[src/sv/scp_pkg.sv]
// scp_pkg: shared types, constants and character tables for the servo command parser
// no dependencies; compiled first
package scp_pkg;

  // register indexes of the configuration port
  localparam int unsigned CFG_IDX_W = 2;
  localparam int unsigned CFG_DATA_W = 16;
  localparam logic [CFG_IDX_W-1:0] REG_PULSE_MIN = 2'd0;
  localparam logic [CFG_IDX_W-1:0] REG_PULSE_MAX = 2'd1;
  localparam logic [CFG_IDX_W-1:0] REG_ANGLE_FS  = 2'd2;

  localparam logic [CFG_DATA_W-1:0] PULSE_MIN_RST = 16'd500;
  localparam logic [CFG_DATA_W-1:0] PULSE_MAX_RST = 16'd2500;
  localparam logic [CFG_DATA_W-1:0] ANGLE_FS_RST  = 16'd180;

  // payload widths
  localparam int unsigned BYTE_W  = 8;
  localparam int unsigned PULSE_W = 16;
  localparam int unsigned ANGLE_W = 8;

  // characters
  localparam logic [BYTE_W-1:0] CH_TERM  = 8'h68;  // 'h'
  localparam logic [BYTE_W-1:0] CH_NUL   = 8'h00;
  localparam logic [BYTE_W-1:0] CH_SPACE = 8'h20;
  localparam logic [BYTE_W-1:0] CH_TAB   = 8'h09;
  localparam logic [BYTE_W-1:0] CH_CR    = 8'h0D;
  localparam logic [BYTE_W-1:0] CH_PLUS  = 8'h2B;
  localparam logic [BYTE_W-1:0] CH_MINUS = 8'h2D;
  localparam logic [BYTE_W-1:0] CH_ZERO  = 8'h30;
  localparam logic [BYTE_W-1:0] CH_NINE  = 8'h39;

  localparam int unsigned LIGHT_LEN  = 5;
  localparam int unsigned PREFIX_LEN = 6;

  // angle limits
  localparam logic [ANGLE_W-1:0] ANGLE_MAX = 8'd180;
  localparam logic [ANGLE_W-1:0] ANGLE_RST = 8'd90;
  localparam logic [ANGLE_W-1:0] VALUE_SAT = 8'd255;

  // result kinds
  localparam logic KIND_LIGHT = 1'b0;
  localparam logic KIND_PULSE = 1'b1;

  // serial divider geometry: angle (8) times span (16) over a 16 bit divisor
  localparam int unsigned DIV_NUM_W = ANGLE_W + PULSE_W;
  localparam int unsigned DIV_DEN_W = PULSE_W;
  localparam int unsigned DIV_CNT_W = $clog2(DIV_NUM_W + 1);

  typedef struct packed {
    logic take;   // accepted byte that is not the terminator
    logic clear;  // accepted terminator, start a new line
  } line_ctl_t;

  typedef struct packed {
    logic               light_hit;
    logic               angle_hit;
    logic               negative;
    logic [ANGLE_W-1:0] value;
  } line_stat_t;

  typedef struct packed {
    logic busy;
    logic done;
  } div_stat_t;

  function automatic logic [BYTE_W-1:0] light_char(input logic [2:0] pos);
    logic [BYTE_W-1:0] c;
    case (pos)
      3'd0:    c = 8'h4C;  // L
      3'd1:    c = 8'h49;  // I
      3'd2:    c = 8'h47;  // G
      3'd3:    c = 8'h48;  // H
      3'd4:    c = 8'h54;  // T
      default: c = CH_NUL;
    endcase
    return c;
  endfunction

  function automatic logic [BYTE_W-1:0] prefix_char(input logic [2:0] pos);
    logic [BYTE_W-1:0] c;
    case (pos)
      3'd0:    c = 8'h41;  // A
      3'd1:    c = 8'h4E;  // N
      3'd2:    c = 8'h47;  // G
      3'd3:    c = 8'h4C;  // L
      3'd4:    c = 8'h45;  // E
      3'd5:    c = 8'h3D;  // =
      default: c = CH_NUL;
    endcase
    return c;
  endfunction

endpackage

[src/sv/scp_if.sv]
// scp_if: valid/ready stream interfaces for received bytes and results
// depends on scp_pkg
interface scp_byte_if import scp_pkg::*; ();
  logic              valid;
  logic              ready;
  logic [BYTE_W-1:0] rx_byte;

  modport source (output valid, output rx_byte, input ready);
  modport sink (input valid, input rx_byte, output ready);
endinterface

interface scp_result_if import scp_pkg::*; ();
  logic               valid;
  logic               ready;
  logic               result_kind;
  logic [PULSE_W-1:0] pulse_value;
  logic               angle_taken;
  logic [ANGLE_W-1:0] held_angle_out;

  modport source (output valid, output result_kind, output pulse_value,
                  output angle_taken, output held_angle_out, input ready);
  modport sink (input valid, input result_kind, input pulse_value,
                input angle_taken, input held_angle_out, output ready);
endinterface

[src/sv/scp_line.sv]
// scp_line: per-line state, keyword match and atoi-style number scan
// depends on scp_pkg
module scp_line import scp_pkg::*; #(
  parameter int unsigned LINE_BYTES = 20
) (
  input  logic              clk,
  input  logic              rst,
  input  line_ctl_t         ctl,
  input  logic [BYTE_W-1:0] rx_byte,
  output line_stat_t        stat
);

  localparam int unsigned CW = $clog2(LINE_BYTES);
  localparam logic [CW-1:0] COUNT_LAST = CW'(LINE_BYTES - 1);

  typedef enum logic [2:0] {
    NP_SPACE  = 3'b001,
    NP_DIGITS = 3'b010,
    NP_DONE   = 3'b100
  } num_phase_t;

  logic [CW-1:0]      char_count, char_count_next;
  logic               light_match, light_match_next;
  logic               prefix_match, prefix_match_next;
  num_phase_t         number_phase, number_phase_next;
  logic               number_negative, number_negative_next;
  logic [ANGLE_W-1:0] number_value, number_value_next;
  logic               line_overrun, line_overrun_next;

  logic               is_white, is_digit, is_sign;
  logic [11:0]        acc;
  logic [ANGLE_W-1:0] acc_sat;

  assign is_white = (rx_byte == CH_SPACE) || ((rx_byte >= CH_TAB) && (rx_byte <= CH_CR));
  assign is_digit = (rx_byte >= CH_ZERO) && (rx_byte <= CH_NINE);
  assign is_sign  = (rx_byte == CH_PLUS) || (rx_byte == CH_MINUS);
  assign acc = {1'b0, number_value, 3'b000} + {3'b000, number_value, 1'b0}
             + {4'b0000, rx_byte - CH_ZERO};
  assign acc_sat = (acc > 12'(VALUE_SAT)) ? VALUE_SAT : acc[ANGLE_W-1:0];

  always_comb begin
    char_count_next      = char_count;
    light_match_next     = light_match;
    prefix_match_next    = prefix_match;
    number_phase_next    = number_phase;
    number_negative_next = number_negative;
    number_value_next    = number_value;
    line_overrun_next    = line_overrun;
    if (ctl.clear) begin
      char_count_next      = '0;
      light_match_next     = 1'b1;
      prefix_match_next    = 1'b1;
      number_phase_next    = NP_SPACE;
      number_negative_next = 1'b0;
      number_value_next    = '0;
      line_overrun_next    = 1'b0;
    end else if (ctl.take) begin
      if (line_overrun || (char_count >= COUNT_LAST)) begin
        line_overrun_next = 1'b1;
      end else begin
        if (char_count < CW'(LIGHT_LEN)) begin
          if (rx_byte != light_char(char_count[2:0])) light_match_next = 1'b0;
        end else if (char_count == CW'(LIGHT_LEN)) begin
          if (rx_byte != CH_NUL) light_match_next = 1'b0;
        end
        if (char_count < CW'(PREFIX_LEN)) begin
          if (rx_byte != prefix_char(char_count[2:0])) prefix_match_next = 1'b0;
        end else if (prefix_match) begin
          case (number_phase)
            NP_SPACE: begin
              if (is_sign) begin
                number_negative_next = (rx_byte == CH_MINUS);
                number_phase_next    = NP_DIGITS;
              end else if (!is_white) begin
                if (is_digit) begin
                  number_value_next = acc_sat;
                  number_phase_next = NP_DIGITS;
                end else begin
                  number_phase_next = NP_DONE;
                end
              end
            end
            NP_DIGITS: begin
              if (is_digit) number_value_next = acc_sat;
              else number_phase_next = NP_DONE;
            end
            default: begin
            end
          endcase
        end
        char_count_next = char_count + CW'(1);
      end
    end
  end

  always_ff @(posedge clk) begin
    if (rst) begin
      char_count      <= '0;
      light_match     <= 1'b1;
      prefix_match    <= 1'b1;
      number_phase    <= NP_SPACE;
      number_negative <= 1'b0;
      number_value    <= '0;
      line_overrun    <= 1'b0;
    end else begin
      char_count      <= char_count_next;
      light_match     <= light_match_next;
      prefix_match    <= prefix_match_next;
      number_phase    <= number_phase_next;
      number_negative <= number_negative_next;
      number_value    <= number_value_next;
      line_overrun    <= line_overrun_next;
    end
  end

  always_comb begin
    stat.light_hit = !line_overrun && light_match && (char_count >= CW'(LIGHT_LEN));
    stat.angle_hit = !line_overrun && !stat.light_hit && prefix_match
                   && (char_count >= CW'(PREFIX_LEN));
    stat.negative  = number_negative;
    stat.value     = number_value;
  end

endmodule

[src/sv/scp_divu.sv]
// scp_divu: restoring serial divider, one quotient bit per cycle
// depends on scp_pkg
module scp_divu import scp_pkg::*; (
  input  logic                 clk,
  input  logic                 rst,
  input  logic                 start,
  input  logic [DIV_NUM_W-1:0] dividend,
  input  logic [DIV_DEN_W-1:0] divisor,
  output div_stat_t            stat,
  output logic [DIV_NUM_W-1:0] quotient
);

  logic [DIV_NUM_W-1:0] quo;
  logic [DIV_DEN_W-1:0] rem;
  logic [DIV_DEN_W-1:0] dsr;
  logic [DIV_CNT_W-1:0] cnt;
  logic                 done;
  logic [DIV_DEN_W+1:0] diff;
  logic                 fits;

  // trial subtract of the shifted remainder
  assign diff = {1'b0, rem, quo[DIV_NUM_W-1]} - {2'b00, dsr};
  assign fits = !diff[DIV_DEN_W+1];

  always_ff @(posedge clk) begin
    if (start) begin
      quo <= dividend;
      rem <= '0;
      dsr <= divisor;
    end else if (cnt != '0) begin
      quo <= {quo[DIV_NUM_W-2:0], fits};
      rem <= fits ? diff[DIV_DEN_W-1:0] : {rem[DIV_DEN_W-2:0], quo[DIV_NUM_W-1]};
    end
  end

  always_ff @(posedge clk) begin
    if (rst) begin
      cnt  <= '0;
      done <= 1'b0;
    end else begin
      done <= (cnt == DIV_CNT_W'(1)) && !start;
      if (start) cnt <= DIV_CNT_W'(DIV_NUM_W);
      else if (cnt != '0) cnt <= cnt - DIV_CNT_W'(1);
    end
  end

  assign stat.busy = (cnt != '0);
  assign stat.done = done;
  assign quotient  = quo;

endmodule

[src/sv/servo_command_parser.sv]
// servo_command_parser: top level, byte sequencer, config registers, result register
// depends on scp_pkg, scp_if, scp_line, scp_divu
//
//   port       dir  payload                                              flow
//   byte_ch    in   rx_byte[7:0]                                         valid/ready
//   result_ch  out  result_kind, pulse_value[15:0], angle_taken,         valid/ready
//                   held_angle_out[7:0]
//   cfg_*      in   cfg_index[1:0], cfg_data[15:0] on cfg_we             write only
//
// a byte other than 'h' is taken while idle and ready stays high
// a terminator of a light line leads straight to output; one of an angle line leads to
//   one multiply, then a divider step per quotient bit, the done flag and the output
// ready is low from the terminator until its result is moved to the output register
// the output register holds a result until taken; the next byte is accepted meanwhile
// rst is synchronous; angle resets to 90 and the registers to 500, 2500, 180
module servo_command_parser import scp_pkg::*; #(
  parameter int unsigned LINE_BYTES = 20
) (
  input  logic                  clk,
  input  logic                  rst,
  input  logic                  cfg_we,
  input  logic [CFG_IDX_W-1:0]  cfg_index,
  input  logic [CFG_DATA_W-1:0] cfg_data,
  scp_byte_if.sink              byte_ch,
  scp_result_if.source          result_ch
);

  // sequencer states
  typedef enum logic [3:0] {
    S_IDLE = 4'b0001,
    S_MUL  = 4'b0010,
    S_DIV  = 4'b0100,
    S_OUT  = 4'b1000
  } seq_state_t;

  seq_state_t state, state_next;

  // configuration registers
  logic [PULSE_W-1:0] pulse_min, pulse_max, angle_full_scale;

  // line parser
  line_ctl_t  line_ctl;
  line_stat_t line_stat;

  // held angle and staged result
  logic [ANGLE_W-1:0] held_angle;
  logic               res_kind;
  logic               res_taken;
  logic               taken;

  // divider hookup
  logic [PULSE_W-1:0]   span;
  logic [DIV_DEN_W-1:0] div_den;
  logic [DIV_NUM_W-1:0] product;
  logic                 div_start;
  div_stat_t            div_stat;
  logic [DIV_NUM_W-1:0] quotient;

  // pulse assembly
  logic [PULSE_W:0]   pulse_sum;
  logic [PULSE_W-1:0] pulse_final;

  // output register
  logic               out_valid;
  logic               out_kind;
  logic [PULSE_W-1:0] out_pulse;
  logic               out_taken;
  logic [ANGLE_W-1:0] out_angle;
  logic               in_fire;
  logic               is_term;
  logic               out_load;

  assign byte_ch.ready = (state == S_IDLE);
  assign in_fire = byte_ch.valid && byte_ch.ready;
  assign is_term = (byte_ch.rx_byte == CH_TERM);

  assign line_ctl.take  = in_fire && !is_term;
  assign line_ctl.clear = in_fire && is_term;

  scp_line #(
    .LINE_BYTES (LINE_BYTES)
  ) u_line (
    .clk     (clk),
    .rst     (rst),
    .ctl     (line_ctl),
    .rx_byte (byte_ch.rx_byte),
    .stat    (line_stat)
  );

  // config writes; out-of-range indexes are dropped
  always_ff @(posedge clk) begin
    if (rst) begin
      pulse_min        <= PULSE_MIN_RST;
      pulse_max        <= PULSE_MAX_RST;
      angle_full_scale <= ANGLE_FS_RST;
    end else if (cfg_we) begin
      case (cfg_index)
        REG_PULSE_MIN: pulse_min        <= cfg_data;
        REG_PULSE_MAX: pulse_max        <= cfg_data;
        REG_ANGLE_FS:  angle_full_scale <= cfg_data;
        default: begin
        end
      endcase
    end
  end

  // in range, and a minus sign only on zero
  assign taken = (line_stat.value <= ANGLE_MAX) && (!line_stat.negative || (line_stat.value == '0));

  // mapping operands; a span below zero clamps to zero, a zero divisor acts as one
  assign span    = (pulse_max >= pulse_min) ? (pulse_max - pulse_min) : '0;
  assign div_den = (angle_full_scale == '0) ? DIV_DEN_W'(1) : angle_full_scale;
  assign product = DIV_NUM_W'(held_angle) * DIV_NUM_W'(span);
  assign div_start = (state == S_MUL);

  scp_divu u_divu (
    .clk      (clk),
    .rst      (rst),
    .start    (div_start),
    .dividend (product),
    .divisor  (div_den),
    .stat     (div_stat),
    .quotient (quotient)
  );

  // pulse_min plus the quotient, saturating at full 16 bits
  assign pulse_sum = {1'b0, pulse_min} + {1'b0, quotient[PULSE_W-1:0]};
  assign pulse_final = ((quotient[DIV_NUM_W-1:PULSE_W] != '0) || pulse_sum[PULSE_W])
                     ? {PULSE_W{1'b1}} : pulse_sum[PULSE_W-1:0];

  assign out_load = (state == S_OUT) && (!out_valid || result_ch.ready);

  always_comb begin
    state_next = state;
    case (state)
      S_IDLE: begin
        if (in_fire && is_term) begin
          if (line_stat.light_hit) state_next = S_OUT;
          else if (line_stat.angle_hit) state_next = S_MUL;
        end
      end
      S_MUL:  state_next = S_DIV;
      S_DIV:  if (div_stat.done) state_next = S_OUT;
      S_OUT:  if (out_load) state_next = S_IDLE;
      default: state_next = S_IDLE;
    endcase
  end

  always_ff @(posedge clk) begin
    if (rst) begin
      state      <= S_IDLE;
      held_angle <= ANGLE_RST;
    end else begin
      state <= state_next;
      if (in_fire && is_term && line_stat.angle_hit && taken) held_angle <= line_stat.value;
    end
  end

  // staged result kind and taken flag, captured on the terminator
  always_ff @(posedge clk) begin
    if (in_fire && is_term) begin
      res_kind  <= line_stat.light_hit ? KIND_LIGHT : KIND_PULSE;
      res_taken <= line_stat.angle_hit && taken;
    end
  end

  // output register: loads from the staged result when free or being taken
  always_ff @(posedge clk) begin
    if (rst) begin
      out_valid <= 1'b0;
    end else if (out_load) begin
      out_valid <= 1'b1;
    end else if (result_ch.ready) begin
      out_valid <= 1'b0;
    end
  end

  always_ff @(posedge clk) begin
    if (out_load) begin
      out_kind <= res_kind;
      if (res_kind == KIND_LIGHT) begin
        out_pulse <= '0;
        out_taken <= 1'b0;
        out_angle <= '0;
      end else begin
        out_pulse <= pulse_final;
        out_taken <= res_taken;
        out_angle <= held_angle;
      end
    end
  end

  assign result_ch.valid          = out_valid;
  assign result_ch.result_kind    = out_kind;
  assign result_ch.pulse_value    = out_pulse;
  assign result_ch.angle_taken    = out_taken;
  assign result_ch.held_angle_out = out_angle;

`ifndef SYNTH
  // the held angle always stays a legal servo angle
  a_angle_range: assert property (@(posedge clk) disable iff (rst)
    held_angle <= ANGLE_MAX)
    else $error("held angle out of range");

  // a byte that is not a terminator never leaves the idle state
  a_plain_byte_idle: assert property (@(posedge clk) disable iff (rst)
    (in_fire && !is_term) |=> (state == S_IDLE))
    else $error("plain byte left idle");

  // the divider finishes only while the sequencer waits for it
  a_div_done_state: assert property (@(posedge clk) disable iff (rst)
    div_stat.done |-> (state == S_DIV))
    else $error("divider done outside divide state");

  // the divider runs only inside the divide state
  a_div_busy_state: assert property (@(posedge clk) disable iff (rst)
    div_stat.busy |-> (state == S_DIV))
    else $error("divider busy outside divide state");

  // a new result appears only out of the output state
  a_out_from_seq: assert property (@(posedge clk) disable iff (rst)
    $rose(out_valid) |-> $past(state == S_OUT))
    else $error("result without output state");
`endif

endmodule

[src/flat_wrapper.sv]
// flat-port wrapper written by rule: the top's interface ports become plain ports
module servo_command_parser_flat import scp_pkg::*;
#(
  parameter int unsigned LINE_BYTES = 20
)
  (clk, rst, cfg_we, cfg_index, cfg_data, byte_ch_valid, byte_ch_rx_byte, byte_ch_ready, result_ch_valid, result_ch_result_kind, result_ch_pulse_value, result_ch_angle_taken, result_ch_held_angle_out, result_ch_ready);
  scp_byte_if byte_ch_i ();
  scp_result_if result_ch_i ();
  input  logic clk;
  input  logic rst;
  input  logic cfg_we;
  input  logic [CFG_IDX_W-1:0] cfg_index;
  input  logic [CFG_DATA_W-1:0] cfg_data;
  input wire logic [$bits(byte_ch_i.valid)-1:0] byte_ch_valid;
  input wire logic [$bits(byte_ch_i.rx_byte)-1:0] byte_ch_rx_byte;
  output wire logic [$bits(byte_ch_i.ready)-1:0] byte_ch_ready;
  output wire logic [$bits(result_ch_i.valid)-1:0] result_ch_valid;
  output wire logic [$bits(result_ch_i.result_kind)-1:0] result_ch_result_kind;
  output wire logic [$bits(result_ch_i.pulse_value)-1:0] result_ch_pulse_value;
  output wire logic [$bits(result_ch_i.angle_taken)-1:0] result_ch_angle_taken;
  output wire logic [$bits(result_ch_i.held_angle_out)-1:0] result_ch_held_angle_out;
  input wire logic [$bits(result_ch_i.ready)-1:0] result_ch_ready;
  assign byte_ch_i.valid = byte_ch_valid;
  assign byte_ch_i.rx_byte = byte_ch_rx_byte;
  assign byte_ch_ready = byte_ch_i.ready;
  assign result_ch_valid = result_ch_i.valid;
  assign result_ch_result_kind = result_ch_i.result_kind;
  assign result_ch_pulse_value = result_ch_i.pulse_value;
  assign result_ch_angle_taken = result_ch_i.angle_taken;
  assign result_ch_held_angle_out = result_ch_i.held_angle_out;
  assign result_ch_i.ready = result_ch_ready;
  servo_command_parser #(.LINE_BYTES(LINE_BYTES)) u_core (.clk(clk), .rst(rst), .cfg_we(cfg_we), .cfg_index(cfg_index), .cfg_data(cfg_data), .byte_ch(byte_ch_i), .result_ch(result_ch_i));
endmodule
[config.mk]
export PLATFORM = sky130hd
export DESIGN_NAME = servo_command_parser_flat
export DESIGN_NICKNAME = d
export VERILOG_FILES = /design/src/sv/scp_pkg.sv /design/src/sv/scp_if.sv /design/src/sv/scp_line.sv /design/src/sv/scp_divu.sv /design/src/sv/servo_command_parser.sv /design/src/flat_wrapper.sv
export SDC_FILE = /design/constraint.sdc
export NUM_CORES = 1
export LEC_CHECK = 0
export ABC_AREA = 1
export ABC_CLOCK_PERIOD_IN_PS = 11500
export BUFFER_PORTS_ARGS = -buffer_cell sky130_fd_sc_hd__buf_2
export CORE_ASPECT_RATIO = 0.8
export CORE_MARGIN = 2
export CORE_UTILIZATION = 28
export CTS_CLUSTER_DIAMETER = 30
export CTS_CLUSTER_SIZE = 20
export DETAILED_ROUTE_END_ITERATION = 10
export HOLD_SLACK_MARGIN = 0.03
export PLACE_DENSITY_LB_ADDON = 0.12
export REMOVE_ABC_BUFFERS = 1
export SYNTH_ARGS = -nofsm -noshare
export SYNTH_HDL_FRONTEND = slang
export SYNTH_HIERARCHICAL = 1
export SYNTH_SLANG_ARGS = --single-unit
[constraint.sdc]
create_clock -name clk -period 11.5 [get_ports clk]
set_clock_uncertainty 0.2 [all_clocks]
set_input_delay 1.15 -clock clk [delete_from_list [all_inputs] [get_ports clk]]
set_output_delay 1.15 -clock clk [all_outputs]
set_load 0.03 [all_outputs]
* Yosys cells after proc, flatten, opt, wreduce, memory -nomap -nowiden
Cells that the tools add are included.
** Storage, ports and cells
- Output and inout port bits :: 28
- Flip-flop bits (word level) :: 171
** Operators by class
- $add $sub $neg :: 8
- Mux-type cells :: 40
- $lt $le $gt $ge :: 12
- $mul :: 1
- Bitwise operators :: 2
- Eq/ne operators :: 30
- Reductions and logical operators :: 54
** Operator list (number)
- $mux 8 :: 12
- $mux 16 :: 3
- $mux 24 :: 2
- $pmux 7 s6 :: 1
- $pmux 7 s5 :: 1
- $eq 8x6->1 const B :: 3
- $mul 8x16->24 :: 1
- $mux 4 :: 5
- $sub 17x16->18 :: 1
- $add 16x16->17 :: 1
- $ge 16x16->1 :: 1
- $logic_and 1x1->1 :: 16
- $logic_not 16->1 :: 1
- $ne 8x8->1 :: 2
- $pmux 4 s4 :: 1
- $pmux 8 s2 :: 1
- $reduce_bool 8->1 :: 2
- $sub 16x16->16 :: 1
- $reduce_and 7->1 :: 2
- $add 11x9->12 :: 1
- $add 12x8->12 :: 1
- $gt 12x8->1 const B :: 1
- $mux 3 :: 4
- $ge 5x3->1 const B :: 2
- 41 further kinds :: 81

* Logic depth before layout (Yosys ltp)
Gate-level depths: netlist of the first run.
- Word-level depth :: 11
- Mapped depth :: 34
- Depth with buffers taken out :: 33

* Cells and area by module
The synthesis of the first run kept the hierarchy.
** Modules (own cells, without submodules)
- servo_command_parser :: cells an instance 1372, area an instance 9601.7 sq um, times used 1
- scp_divu :: cells an instance 474, area an instance 3696.0 sq um, times used 1
- scp_line :: cells an instance 332, area an instance 2117.0 sq um, times used 1

* Worst setup path before layout of the first run
Ideal clock, no wire load.
- Kind :: reg-to-reg
- From :: reg u_core.pulse_max[0]
- To :: reg u_core.u_divu.quo[20] (netlist: u_core/u_divu/quotient[20]) (data pin)
- Path buffers :: 2
- Setup time :: 253 ps
- Cell stages (with the launch flop) :: 32
- Required time :: 11047 ps
- Slack :: 5918 ps
- Clock period less this slack :: 5582 ps
- Arrival time :: 5129 ps
- Cells stage by stage :: dfxtp_1 -> inv_1 -> ha_1 -> fa_1 -> inv_1 -> nand2_1 -> nand2_1 -> nand3_1 -> nand3_1 -> nand2_1 -> nand2_4 -> buf_8 -> buf_6 -> nand3_1 -> fa_1 -> fa_1 -> inv_1 -> fa_1 -> inv_1 -> fa_1 -> inv_1 -> ha_1 -> a21oi_1 -> nand2_1 -> nand2_1 -> nand2_1 -> nand2_1 -> nand2_1 -> nand2_1 -> nand2_1 -> nand2_1 -> nand2_1
** On the way
- Cells in the longest elaborated chain, start to end :: 4
** RTL lines
- start, declared :: line servo_command_parser.sv:39 : logic [PULSE_W-1:0] pulse_min, pulse_max, angle_full_scale;
- start signal, assigned :: line servo_command_parser.sv:99 : REG_PULSE_MAX: pulse_max <= cfg_data;
- $sub 16x16->16 or $ge 16x16->1 (tied branches) :: line servo_command_parser.sv:111 : assign span = (pulse_max >= pulse_min) ? (pulse_max - pulse_min) : '0;
- $mux 16 * :: line servo_command_parser.sv:111
- $mul 8x16->24 * :: line servo_command_parser.sv:113 : assign product = DIV_NUM_W'(held_angle) * DIV_NUM_W'(span);
- net u_core.product[20] :: line servo_command_parser.sv:54 : logic [DIV_NUM_W-1:0] product;
- $mux 24 * :: line scp_divu.sv:26 : if (start) begin
- end signal, assigned :: line scp_divu.sv:27 : quo <= dividend;
- end signal, assigned :: line scp_divu.sv:31 : quo <= {quo[DIV_NUM_W-2:0], fits};
- end, declared :: line scp_divu.sv:13 : logic [DIV_NUM_W-1:0] quo;
The timed path passes the listed nets; every way through them passes the cells marked *.
A chain may end at the register's enable or synchronous reset.

* Worst setup path after layout of the first run
- From :: reg u_core.pulse_min[0]
- To :: reg u_core.u_divu.quo[22] (netlist: u_core/u_divu/quotient[22]) (data pin)
** On the way
- Cells in the longest elaborated chain, start to end :: 4
** RTL lines
- start, declared :: line servo_command_parser.sv:39
- start signal, assigned :: line servo_command_parser.sv:98 : REG_PULSE_MIN: pulse_min <= cfg_data;
- $sub 16x16->16 or $ge 16x16->1 (tied branches) :: line servo_command_parser.sv:111
- $mux 16 * :: line servo_command_parser.sv:111
- $mul 8x16->24 * :: line servo_command_parser.sv:113
- net u_core.product[22] :: line servo_command_parser.sv:54
- $mux 24 * :: line scp_divu.sv:26
Marked as above.

==> metrics.csv, run 1 <==
stage,metric,value,unit
outcome,outcome,"complete, no violations",
timing,slew_headroom,0.1477,
final_layout,syn_to_final_growth,9.553,%
final_layout,insertedDiodeCount,0,
clock_network,holdBufCountCts,0,
timing,period_share,0.5734,
route,dr.first_iter.drc_count,972,
floorplan,start_util,0.2849,
final_layout,drive_above_1_share,0.07040,
clock_network,cts_root_buf,clkbuf_16,
critical_path,arrival,6630,ps
route,via_per_inst,4.614,
critical_path,path_buf_inv,4,
floorplan,chipHeight,213.9,um
floorplan,die-area,0.05696,sq mm
timing,fin_crit,6594,ps
placed_design,io_buffers,58,
clock_network,htreeDepth,4,
synthesis,synth.avg_cell_area,7.077,sq um
critical_path,cpPeakStageDelay,540,ps
final_layout,final_common_cell,nand2_1,
clock_network,tritoncts,built,
grt,first_global_vias,12918,
synthesis,yosysWarnings,6,
timing,fmax,0.1516,GHz
synthesis,postSynthCellCount,2178,
placed_design,dp.cells,2886,
synthesis,ys_types,49,
floorplan,core-area,0.05411,sq mm
floorplan,die_w,266.3,um
route,wirelength,45.47,mm
final_layout,final_cell_mix,"nand2_1 (572), inv_1 (386), nor2_1 (281)",
clock_network,clk_latency,480,ps
synthesis,netlist_area,0.01541,sq mm
timing,finalMaxSlewViolations,0,
synthesis,async_flop_share,0,
pwr,irDropWorstVdd,0.1164,mV
grt,grt_max_degree,57,
grt,grt_pass1_wl,72.71,mm
route,ant_nets,0,
route,drc,0,
floorplan,placementRows,76,
placed_design,gp_congestion,0.8693,
final_layout,n_fill_cell,5949,
grt,grt.total_usage,0.1657,
timing,setup_tns,0,ps
timing,hold_viol_final,0,
timing,tightest_slew,1277,ps
synthesis,synth-edff-count,68,
synthesis,ys_ff_latch,171,
final_layout,stdcell_count,2918,
placed_design,dp_hpwl,36.56,mm
clock_network,cts_resized,0,
clock_network,cts_num_sinks,171,
critical_path,crit_top_cell,nand2_1,
critical_path,crit_required,11530,ps
route,wl_per_cell,15.58,um
grt,gr-total-overflow,0,
hold_path,hold_path_class,reg2reg,
critical_path,critPathLaunchType,flop,
final_layout,final_nets,2442,
run,max_cap_viol_count,0,
pwr,powerDensity,220.5,mW/mm^2
critical_path,cp_max_fo,34,
pwr,power.leakage,0.008747,uW
clock_network,clockBufferDepth,2,
synthesis,seq_area_frac_synth,0.2662,
timing,setup_viol,0,
floorplan,ioPinCount,59,
clock_network,cts_buffers,17,
clock_network,cts_setup_buffers,0,
timing,rsz0062_at_grt,no,
route,vias,13464,
critical_path,critPathKind,reg2reg,
clock_network,path_clk_slew,80,ps
grt,antenna_found_initial,1,
critical_path,crit_path_top_delay_cell,fa_1,
synthesis,synth_flop_cell,dfxtp_1,
critical_path,crit_path_end_kind,flop,
critical_path,crit_family,adder cells,
route,first_pass_iters,6,
[worst paths after layout]
kind / start / end / slack, ps / depth (start not counted)
min reg2reg: u_core/u_line/light_match$_SDFFE_PP1P_ / u_core/u_line/light_match$_SDFFE_PP1P_ / 250 / 2
min: u_core/u_line/light_match$_SDFFE_PP1P_ / u_core/u_line/light_match$_SDFFE_PP1P_ / 250 / 2
max: u_core/pulse_min[0]$_SDFFE_PP0P_ / u_core/u_divu/quotient[22]$_DFFE_PP_ / 4910 / 27
max reg2reg: u_core/pulse_min[0]$_SDFFE_PP0P_ / u_core/u_divu/quotient[22]$_DFFE_PP_ / 4910 / 27
[kinds of logic after synthesis]
logic type / Yosys count / share of synthesized area
DFF: 171 / 0.2662
buffers and inverters: 450 / 0.1156
AOI/OAI and AO/OA: 189 / 0.06688
adders and majority gates: 208 / 0.2141
xor gates and xnor gates: 40 / 0.02273
and+or+nand+nor: 1120 / 0.3144
[stage by stage]
stage | power (uW) | hold WS (ps) | util | setup slack, ps | instance area, sq um
floorplan | 2516 | 218.6 | - | 5667 | 15110
finish | 3724 | 250.7 | 0.3121 | 4906 | 16890
global route | 4127 | 281.5 | 0.3121 | 4404 | 16890
CTS | 3750 | 254.4 | 0.3121 | 4895 | 16890
detailed placement | 3140 | 237.7 | 0.3018 | 4931 | 16330
global placement | 3165 | 234.1 | 0.3018 | 4937 | 16330
[layout make-up]
| type | instances | area [sq um] | share of cell area |
|---|---|---|---|
| clock buffers | 20 | 457.9 | 0.02712 |
| flip-flops and latches | 171 | 4104 | 0.2430 |
| multi-input cells | 1557 | 9540 | 0.5649 |
| well taps | 702 | 878.3 | 0.05201 |
| clock inverters | 12 | 97.59 | 0.005779 |
| repair buffers | 64 | 335.3 | 0.01986 |
| inverters | 392 | 1474 | 0.08728 |
[per-layer routing]
metal / GRT usage / routed length, um
met1: 0.2513 / 24450
met2: 0.2444 / 18620
met3: 0.02331 / 1872
met4: 0.04165 / 527
met5: 0 / 0
[registers in the layout, indices dropped and copies added (netlist names), 3 cells and up]
register,flops
u_core/u_divu/dsr,16
u_core/u_divu/quotient,24
u_core/angle_full_scale,16
u_core/u_divu/rem,16
u_core/u_line/number_phase,3
u_core/result_ch.held_angle_out,8
u_core/pulse_min,16
u_core/state,4
u_core/u_line/number_value,8
u_core/pulse_max,16
u_core/held_angle,8
u_core/u_divu/cnt,5
u_core/u_line/char_count,5
u_core/result_ch.pulse_value,16
[tightest hold or removal path: stages, from the launching register on]
cell,delay (ps)
dfxtp_1,310
nand2_1,60
nand2_1,40
[cell usage after synthesis (2+ instances only)]
cell type	instances	area, sq um
nor3_1	17	85.08
nor4_1	9	56.30
o21bai_1	3	22.52
buf_2	3	15.01
clkbuf_1	43	161.4
nand3b_1	20	150.1
xor2_1	21	183.9
o211ai_1	11	82.58
o21ai_0	70	350.3
inv_1	386	1449
and2_1	4	25.02
dfxtp_1	103	2062
nand2_2	16	100.1
nand2_1	572	2147
nor2_1	281	1055
fa_1	93	1862
a31oi_1	5	31.28
nand2_4	4	45.04
nand3_1	131	655.6
inv_2	4	15.01
nand3_2	13	130.1
buf_8	2	30.03
nor3_4	2	32.53
nand3_4	3	52.55
nor2_4	2	22.52
nand4_1	32	200.2
xnor2_1	19	166.4
a21o_1	3	22.52
ha_1	115	1439
a21oi_1	88	440.4
nor2_2	5	31.28
edfxtp_1	68	2042
or2_2	6	37.54
buf_6	7	78.83
buf_4	3	22.52
[report_power, final]
| part | leakage, uW | total (uW) | switching, uW | internal, uW |
|---|---|---|---|---|
| sequential | 0.00149 | 840 | 83.0 | 757 |
| clock | 0.000278 | 586 | 291 | 295 |
| combinational | 0.00698 | 2300 | 1520 | 778 |
Note: power is estimated with default switching activity, not from simulation.
==> run 2: changes to the inputs <==
ABC_AREA = 0   (was 1)
ABC_CLOCK_PERIOD_IN_PS = 5850   (was 11500)
clock period = 5.85 ns   (was 11.5 ns; I/O delays follow)
==> metrics.csv, run 2 <==
stage,metric,value,unit,change
final_layout,largest_reg_flops,24,,unchanged
pwr,powerDensity,454.5,mW/mm^2,+110%
final_layout,insertedDiodeCount,0,,unchanged
critical_path,crit_path_top_delay_cell,fa_1,,
clock_network,htreeDepth,4,,unchanged
route,via_per_inst,4.775,,+3.5%
route,wl_per_cell,17.24,um,+11%
final_layout,final_cell_mix,"buf_4 (205), inv_1 (158), nand2_1 (146)",,
final_layout,syn_to_final_growth,27.98,%,
grt,gr-total-overflow,0,,unchanged
placed_design,gp_congestion,0.8211,,-5.5%
critical_path,r2r_start,u_core/pulse_max[0]$_SDFFE_PP0P_,,
placed_design,dp.cells,2508,,-13%
final_layout,final_nets,2103,,-14%
critical_path,arrival,6560,ps,-70 ps
timing,setup_ws,-706.6,ps,-5612 ps
synthesis,postSynthCellCount,1638,,-25%
floorplan,start_util,0.2816,,-0.003312
clock_network,path_clk_slew,80,ps,about the same
timing,finalMaxSlewViolations,0,,unchanged
route,wirelength,44.31,mm,-2.5%
timing,fmax,0.1525,GHz,+0.58%
synthesis,seq_area_frac_synth,0.2793,,+0.01311
route,drc,0,,unchanged
hold_path,min-delay-start,cfg_data[13],,
route,vias,12271,,-8.9%
timing,setup_viol,16,,+16
placed_design,io_buffers,58,,unchanged
placed_design,dp_hpwl,34.45,mm,-5.8%
critical_path,crit_top_cell,fa_1,,
critical_path,cp_max_fo,7,,-79%
synthesis,ys_ff_latch,171,,unchanged
floorplan,placementRows,75,,-1.3%
final_layout,stdcell_count,2570,,-12%
synthesis,synth.avg_cell_area,8.969,sq um,+27%
synthesis,synth_top_area_share,0.1404,,+0.001065
pwr,power.leakage,0.008271,uW,-5.4%
hold_path,hold-path-endpoint,u_core/pulse_min[13]$_SDFFE_PP0P_,,
critical_path,crit_family,adder cells,,
critical_path,reg2regPathDepth,26,,-3.7%
route,dr.first_iter.drc_count,738,,-24%
grt,grt_max_degree,68,,+19%
final_layout,n_fill_cell,5354,,-10%
grt,first_global_vias,12304,,-4.8%
timing,period_share,1.121,,+0.5474
placed_design,pre_cts_slack,-1265,ps,-6195 ps
route,first_pass_iters,5,,-1
synthesis,synth-edff-count,68,,unchanged
final_layout,drive_above_1_share,0.2952,,+0.2248
timing,hold_viol_final,0,,unchanged
timing,fin_hold_ws,199.0,ps,-51.65 ps
clock_network,cts_buffers,17,,unchanged
final_layout,final_common_cell,buf_4,,
grt,top_usage_layer,met1,,
clock_network,clk_latency,450,ps,-30 ps
clock_network,tritoncts,built,,
timing,tightest_slew,1110,ps,-167.1 ps
critical_path,cp.depth,26,,-3.7%
grt,antenna_found_initial,0,,-1
pwr,irDropWorstVdd,0.3053,mV,+160%
synthesis,netlist_area,0.01469,sq mm,-4.7%
synthesis,yosys-top-cells-area,"dfxtp_1 (14%), edfxtp_1 (14%), fa_1 (13%)",,
critical_path,r2r-end,u_core/u_divu/quotient[22]$_DFFE_PP_,,
hold_path,holdPathStages,3,,+1
run,max_cap_viol_count,0,,unchanged
floorplan,chipHeight,208.9,um,-2.3%
floorplan,die_w,260.1,um,-2.3%
grt,grt_util_met2,0.2379,,-0.006538
synthesis,ys_types,91,,+86%
outcome,outcome,"finished, violations left",,
timing,slew_headroom,0.2573,,+0.1096
route,ant_nets,0,,unchanged
clock_network,cts_root_buf,clkbuf_16,,
clock_network,cts_num_sinks,171,,unchanged
synthesis,synth_flop_cell,dfxtp_1,,
synthesis,synth_most_common_cell,inv_1,,
grt,grt.total_usage,0.1646,,-0.001001
synthesis,async_flop_share,0,,unchanged
critical_path,path_buf_inv,6,,+2
grt,grt_pass1_wl,69.95,mm,-3.8%
synthesis,synth_top_cell_by_area,dfxtp_1,,
critical_path,crit_path_end_kind,flop,,
floorplan,die-area,0.05433,sq mm,-4.6%
critical_path,critPathKind,reg2reg,,
grt,grt.met1_usage,0.2579,,+0.006608
synthesis,yosysWarnings,6,,unchanged
outcome,violations,negative setup slack,,
clock_network,clockBufferDepth,2,,unchanged
timing,rsz0062_at_grt,yes,,
clock_network,holdBufCountCts,0,,unchanged
floorplan,ioPinCount,59,,unchanged
critical_path,reg2reg_slack,-710,ps,-5610 ps
grt,met3_usage,0.02171,,-0.001599
timing,fin_crit,6557,ps,-37.74 ps
synthesis,yosys-top-cells-count,"inv_1 (176), nand2_1 (151), a21oi_1 (120)",,
hold_path,hold_path_class,in2reg,,
critical_path,cpPeakStageDelay,530,ps,about the same
critical_path,critPathLaunchType,flop,,
critical_path,crit_required,5850,ps,-5680 ps
floorplan,core-area,0.05218,sq mm,-3.6%
==> run 2: cell count changes in the layout (fill, tap and decap cells not counted), moves of 19 or more <==
cell	delta
o21a_1	+31
nand4_1	-22
and2_1	+32
o21ai_0	-25
nand2_1	-426
ha_1	-19
nor2b_1	+21
buf_4	+199
inv_1	-228
nor2_1	-192
nand3_1	-106
and3_1	+27
a21o_1	+38
==> run 2: worst max-delay path by stage <==
stage	from	to	slack [ps]
after floorplan	u_core/pulse_max[0]$_SDFFE_PP0P_	u_core/u_divu/quotient[22]$_DFFE_PP_	-1180
after global placement	u_core/pulse_max[0]$_SDFFE_PP0P_	u_core/u_divu/quotient[22]$_DFFE_PP_	-1170
after detailed placement	u_core/pulse_max[0]$_SDFFE_PP0P_	u_core/u_divu/quotient[22]$_DFFE_PP_	-1260
after CTS	u_core/pulse_min[9]$_SDFFE_PP0P_	u_core/u_divu/quotient[22]$_DFFE_PP_	-680
after global routing	u_core/pulse_max[0]$_SDFFE_PP0P_	u_core/u_divu/quotient[22]$_DFFE_PP_	-900
final	u_core/pulse_max[0]$_SDFFE_PP0P_	u_core/u_divu/quotient[22]$_DFFE_PP_	-710
==> run 2: cell type report <==
cell class	count	area, sq um	share of cell area
multi-input combinational	1213	10480	0.5575
sequential	171	4121	0.2192
timing repair buffer	284	2118	0.1127
tap	693	867.1	0.04612
inverter	177	664.4	0.03534
clock buffer	19	442.9	0.02356
clock inverter	13	106.4	0.005656
==> run 2: worst min-delay path, stage by stage <==
cell	delay [ps]
buf_2	120
nand2_1	60
a21oi_1	50
==> run 2: kinds of logic (layout without fill, tap and decap cells) <==
group / count (synthesis) / count (layout) / share of synthesized area
buffers and inverters: 254 / 493 / 0.07145
AO/OA/AOI/OAI: 379 / 379 / 0.1746
multiplexers: 33 / 33 / 0.02453
adder cells (fa/ha/maj): 208 / 208 / 0.2247
AND/OR/NAND/NOR: 534 / 534 / 0.1903
XOR/XNOR: 59 / 59 / 0.03517
flip-flops: 171 / 171 / 0.2793
==> run 2: where the power goes <==
group          internal [uW]  leakage (uW)  switching (uW)  total [uW]
Combinational           2750       0.00650            3030        5780
Sequential              1490       0.00149             162        1650
Clock                    567      0.000279             544        1110
Total                   4800       0.00827            3740        8540
==> run 2: stage by stage <==
step / util / total power (uW) / cell area [sq um] / setup TNS (ps)
2_1_floorplan: - / 4616 / 14310 / -21410
3_3_place_gp: 0.3258 / 6392 / 17000 / -15390
3_5_place_dp: 0.3258 / 6392 / 17000 / -16290
4_1_cts: 0.3528 / 8206 / 18410 / -7146
5_1_grt: 0.3604 / 9265 / 18800 / -10630
6_report: 0.3604 / 8544 / 18800 / -6988
==> run 2: routing by layer <==
metal | part of all wire | vias to the layer above
met3 | 0.032 | 21
met5 | 0 | -
met1 | 0.54 | 5933
met4 | 0.0089 | 0
met2 | 0.42 | 181
li1 | - | 6136
==> run 2: timing repair <==
item / CTS / global route
gates cloned: 1 / 0
setup endpoints to repair: 18 / 18
gates resized for setup: 161 / 66
pin swaps: 110 / 52
setup buffers: 15 / 16
==> run 3: changes to the inputs <==
CORE_UTILIZATION = 48   (was 28)
==> metrics.csv, run 3 (synthesized netlist as in run 2, its figures left out) <==
stage,metric,value,unit,change
route,drc,0,,unchanged
timing,slew_headroom,0.2541,,-0.003214
timing,hold_viol_final,0,,unchanged
clock_network,holdBufCountCts,0,,unchanged
critical_path,critPathKind,reg2reg,,
final_layout,n_fill_cell,2652,,-50%
floorplan,core-area,0.03024,sq mm,-42%
timing,setup_viol,17,,+1
timing,rsz0062_at_grt,yes,,
pwr,power.leakage,0.008171,uW,-1.2%
route,first_pass_iters,5,,unchanged
final_layout,final_nets,2074,,-1.4%
floorplan,die-area,0.03203,sq mm,-41%
clock_network,htreeDepth,4,,unchanged
critical_path,path_buf_inv,6,,unchanged
clock_network,clockBufferDepth,2,,unchanged
critical_path,cp_max_fo,7,,unchanged
route,ant_nets,0,,unchanged
critical_path,crit_top_cell,fa_1,,
floorplan,placementRows,57,,-24%
timing,fin_crit,6655,ps,+98.73 ps
final_layout,syn_to_final_growth,25.17,%,
grt,grt_max_degree,68,,unchanged
pwr,powerDensity,454.3,mW/mm^2,about the same
clock_network,cts_root_buf,clkbuf_16,,
grt,grt_pass1_wl,64.72,mm,-7.5%
clock_network,cts_num_sinks,171,,unchanged
critical_path,crit_family,adder cells,,
critical_path,crit_required,5840,ps,about the same
grt,first_global_vias,12079,,-1.8%
pwr,irDropWorstVdd,0.4289,mV,+40%
clock_network,cts_buffers,17,,unchanged
timing,period_share,1.138,,+0.01688
route,wl_per_cell,17.86,um,+3.6%
critical_path,arrival,6650,ps,+90 ps
floorplan,die_w,199.6,um,-23%
clock_network,path_clk_slew,70,ps,about the same
critical_path,crit_path_end_kind,flop,,
route,vias,12477,,+1.7%
critical_path,crit_path_top_delay_cell,fa_1,,
floorplan,ioPinCount,59,,unchanged
final_layout,drive_above_1_share,0.2857,,-0.009438
run,max_cap_viol_count,0,,unchanged
placed_design,dp.cells,2209,,-12%
final_layout,final_cell_mix,"buf_4 (176), inv_1 (159), nand2_1 (146)",,
placed_design,gp_congestion,0.8866,,+8.0%
floorplan,chipHeight,160.5,um,-23%
timing,fin_hold_ws,200.2,ps,+1.179 ps
outcome,outcome,"finished, violations left",,
final_layout,largest_reg_flops,24,,unchanged
final_layout,stdcell_count,2263,,-12%
timing,finalMaxSlewViolations,0,,unchanged
clock_network,clk_latency,440,ps,about the same
hold_path,hold_path_class,in2reg,,
grt,grt.total_usage,0.2574,,+0.09278
floorplan,start_util,0.4858,,+0.2043
timing,tightest_slew,1115,ps,+4.804 ps
placed_design,placed_cell_area,0.01652,sq mm,-2.8%
critical_path,cpPeakStageDelay,580,ps,+50 ps
pwr,finalPower,8355,uW,-2.2%
route,wirelength,40.42,mm,-8.8%
final_layout,final_cell_area,0.01839,sq mm,-2.2%
clock_network,tritoncts,built,,
grt,antenna_found_initial,2,,+2
grt,gr-total-overflow,0,,unchanged
route,dr.first_iter.drc_count,908,,+23%
outcome,violations,negative setup slack,,
route,via_per_inst,5.513,,+15%
final_layout,post-route-util,0.6082,,+0.2478
placed_design,dp_hpwl,30.72,mm,-11%
critical_path,critPathLaunchType,flop,,
timing,setup_ws,-805.3,ps,-98.73 ps
placed_design,io_buffers,58,,unchanged
final_layout,final_common_cell,buf_4,,
timing,fmax,0.1503,GHz,-1.5%
-- run 3: cell types whose count changed in the layout (fill, tap and decap cells not counted), sizes merged --
| cell | before | now |
|---|---|---|
| clkbuf | 19 | 17 |
| diode | 0 | 2 |
| inv | 184 | 183 |
| clkinvlp | 0 | 2 |
| buf | 284 | 255 |
| bufinv | 0 | 2 |
| clkinv | 6 | 5 |
-- run 3: path summary, 6_finish.rpt --
kind | from | end | slack (ps) | cells after the start
max reg2reg | u_core/pulse_max[0]$_SDFFE_PP0P_ | u_core/u_divu/quotient[22]$_DFFE_PP_ | -810 | 26
min | cfg_data[6] | u_core/pulse_min[6]$_SDFFE_PP1P_ | 200 | 2
min reg2reg | u_core/angle_full_scale[0]$_SDFFE_PP0P_ | u_core/angle_full_scale[0]$_SDFFE_PP0P_ | 260 | 2
max | u_core/pulse_max[0]$_SDFFE_PP0P_ | u_core/u_divu/quotient[22]$_DFFE_PP_ | -810 | 26
-- run 3: what timing repair did --
| action | in CTS | in global routing |
|---|---|---|
| setup buffers | 12 | 9 |
| setup endpoints to repair | 17 | 17 |
| cloned | 1 | 0 |
| pin swaps | 93 | 65 |
| resized for setup | 174 | 66 |
-- run 3: stage by stage --
stage                     TNS (ps)  worst slack [ps]
after detailed placement    -16570             -1235
after CTS                    -8915            -798.8
after global routing        -12280             -1060
final                        -9535            -805.3
after floorplan             -21410             -1182
after global placement      -14490             -1107
-- run 3: layout make-up --
class	count	area (sq um)	share of cell area
Sequential cell	171	4118	0.2239
Inverter	177	664.4	0.03613
Antenna cell	2	5.005	0.0002721
Multi-Input combinational cell	1213	10540	0.5731
Clock buffer	17	425.4	0.02313
Timing Repair Buffer	255	1917	0.1042
Clock inverter	15	203.9	0.01109
Tap cell	413	516.7	0.02810
-- run 3: worst reg2reg max path: stages (launching register included) --
cell,delay [ps]
dfxtp_2,340
inv_2,50
ha_4,160
fa_2,350
nor2b_2,130
o21ai_2,70
and2_4,160
a21oi_2,140
o32a_1,290
buf_12,160
buf_16,160
nand2_4,110
nor3_4,240
fa_1,470
fa_1,520
fa_1,580
inv_2,50
fa_1,530
inv_1,60
ha_4,220
buf_4,140
a21o_1,170
a211o_1,260
a41o_1,260
a221oi_2,250
xnor2_1,90
mux2_4,260
-- run 3: report_power, final --
| group | switching [uW] | total (uW) | internal, uW | leakage, uW |
|---|---|---|---|---|
| registers | 163 | 1650 | 1490 | 0.00149 |
| logic | 2880 | 5480 | 2600 | 0.00638 |
| clock network | 562 | 1220 | 657 | 0.000301 |
-- run 3: layer usage --
metal | global-route usage | share of wire
met1 | 0.3829 | 0.49
met2 | 0.3916 | 0.44
met3 | 0.03885 | 0.050
met4 | 0.06498 | 0.016
met5 | 0 | 0
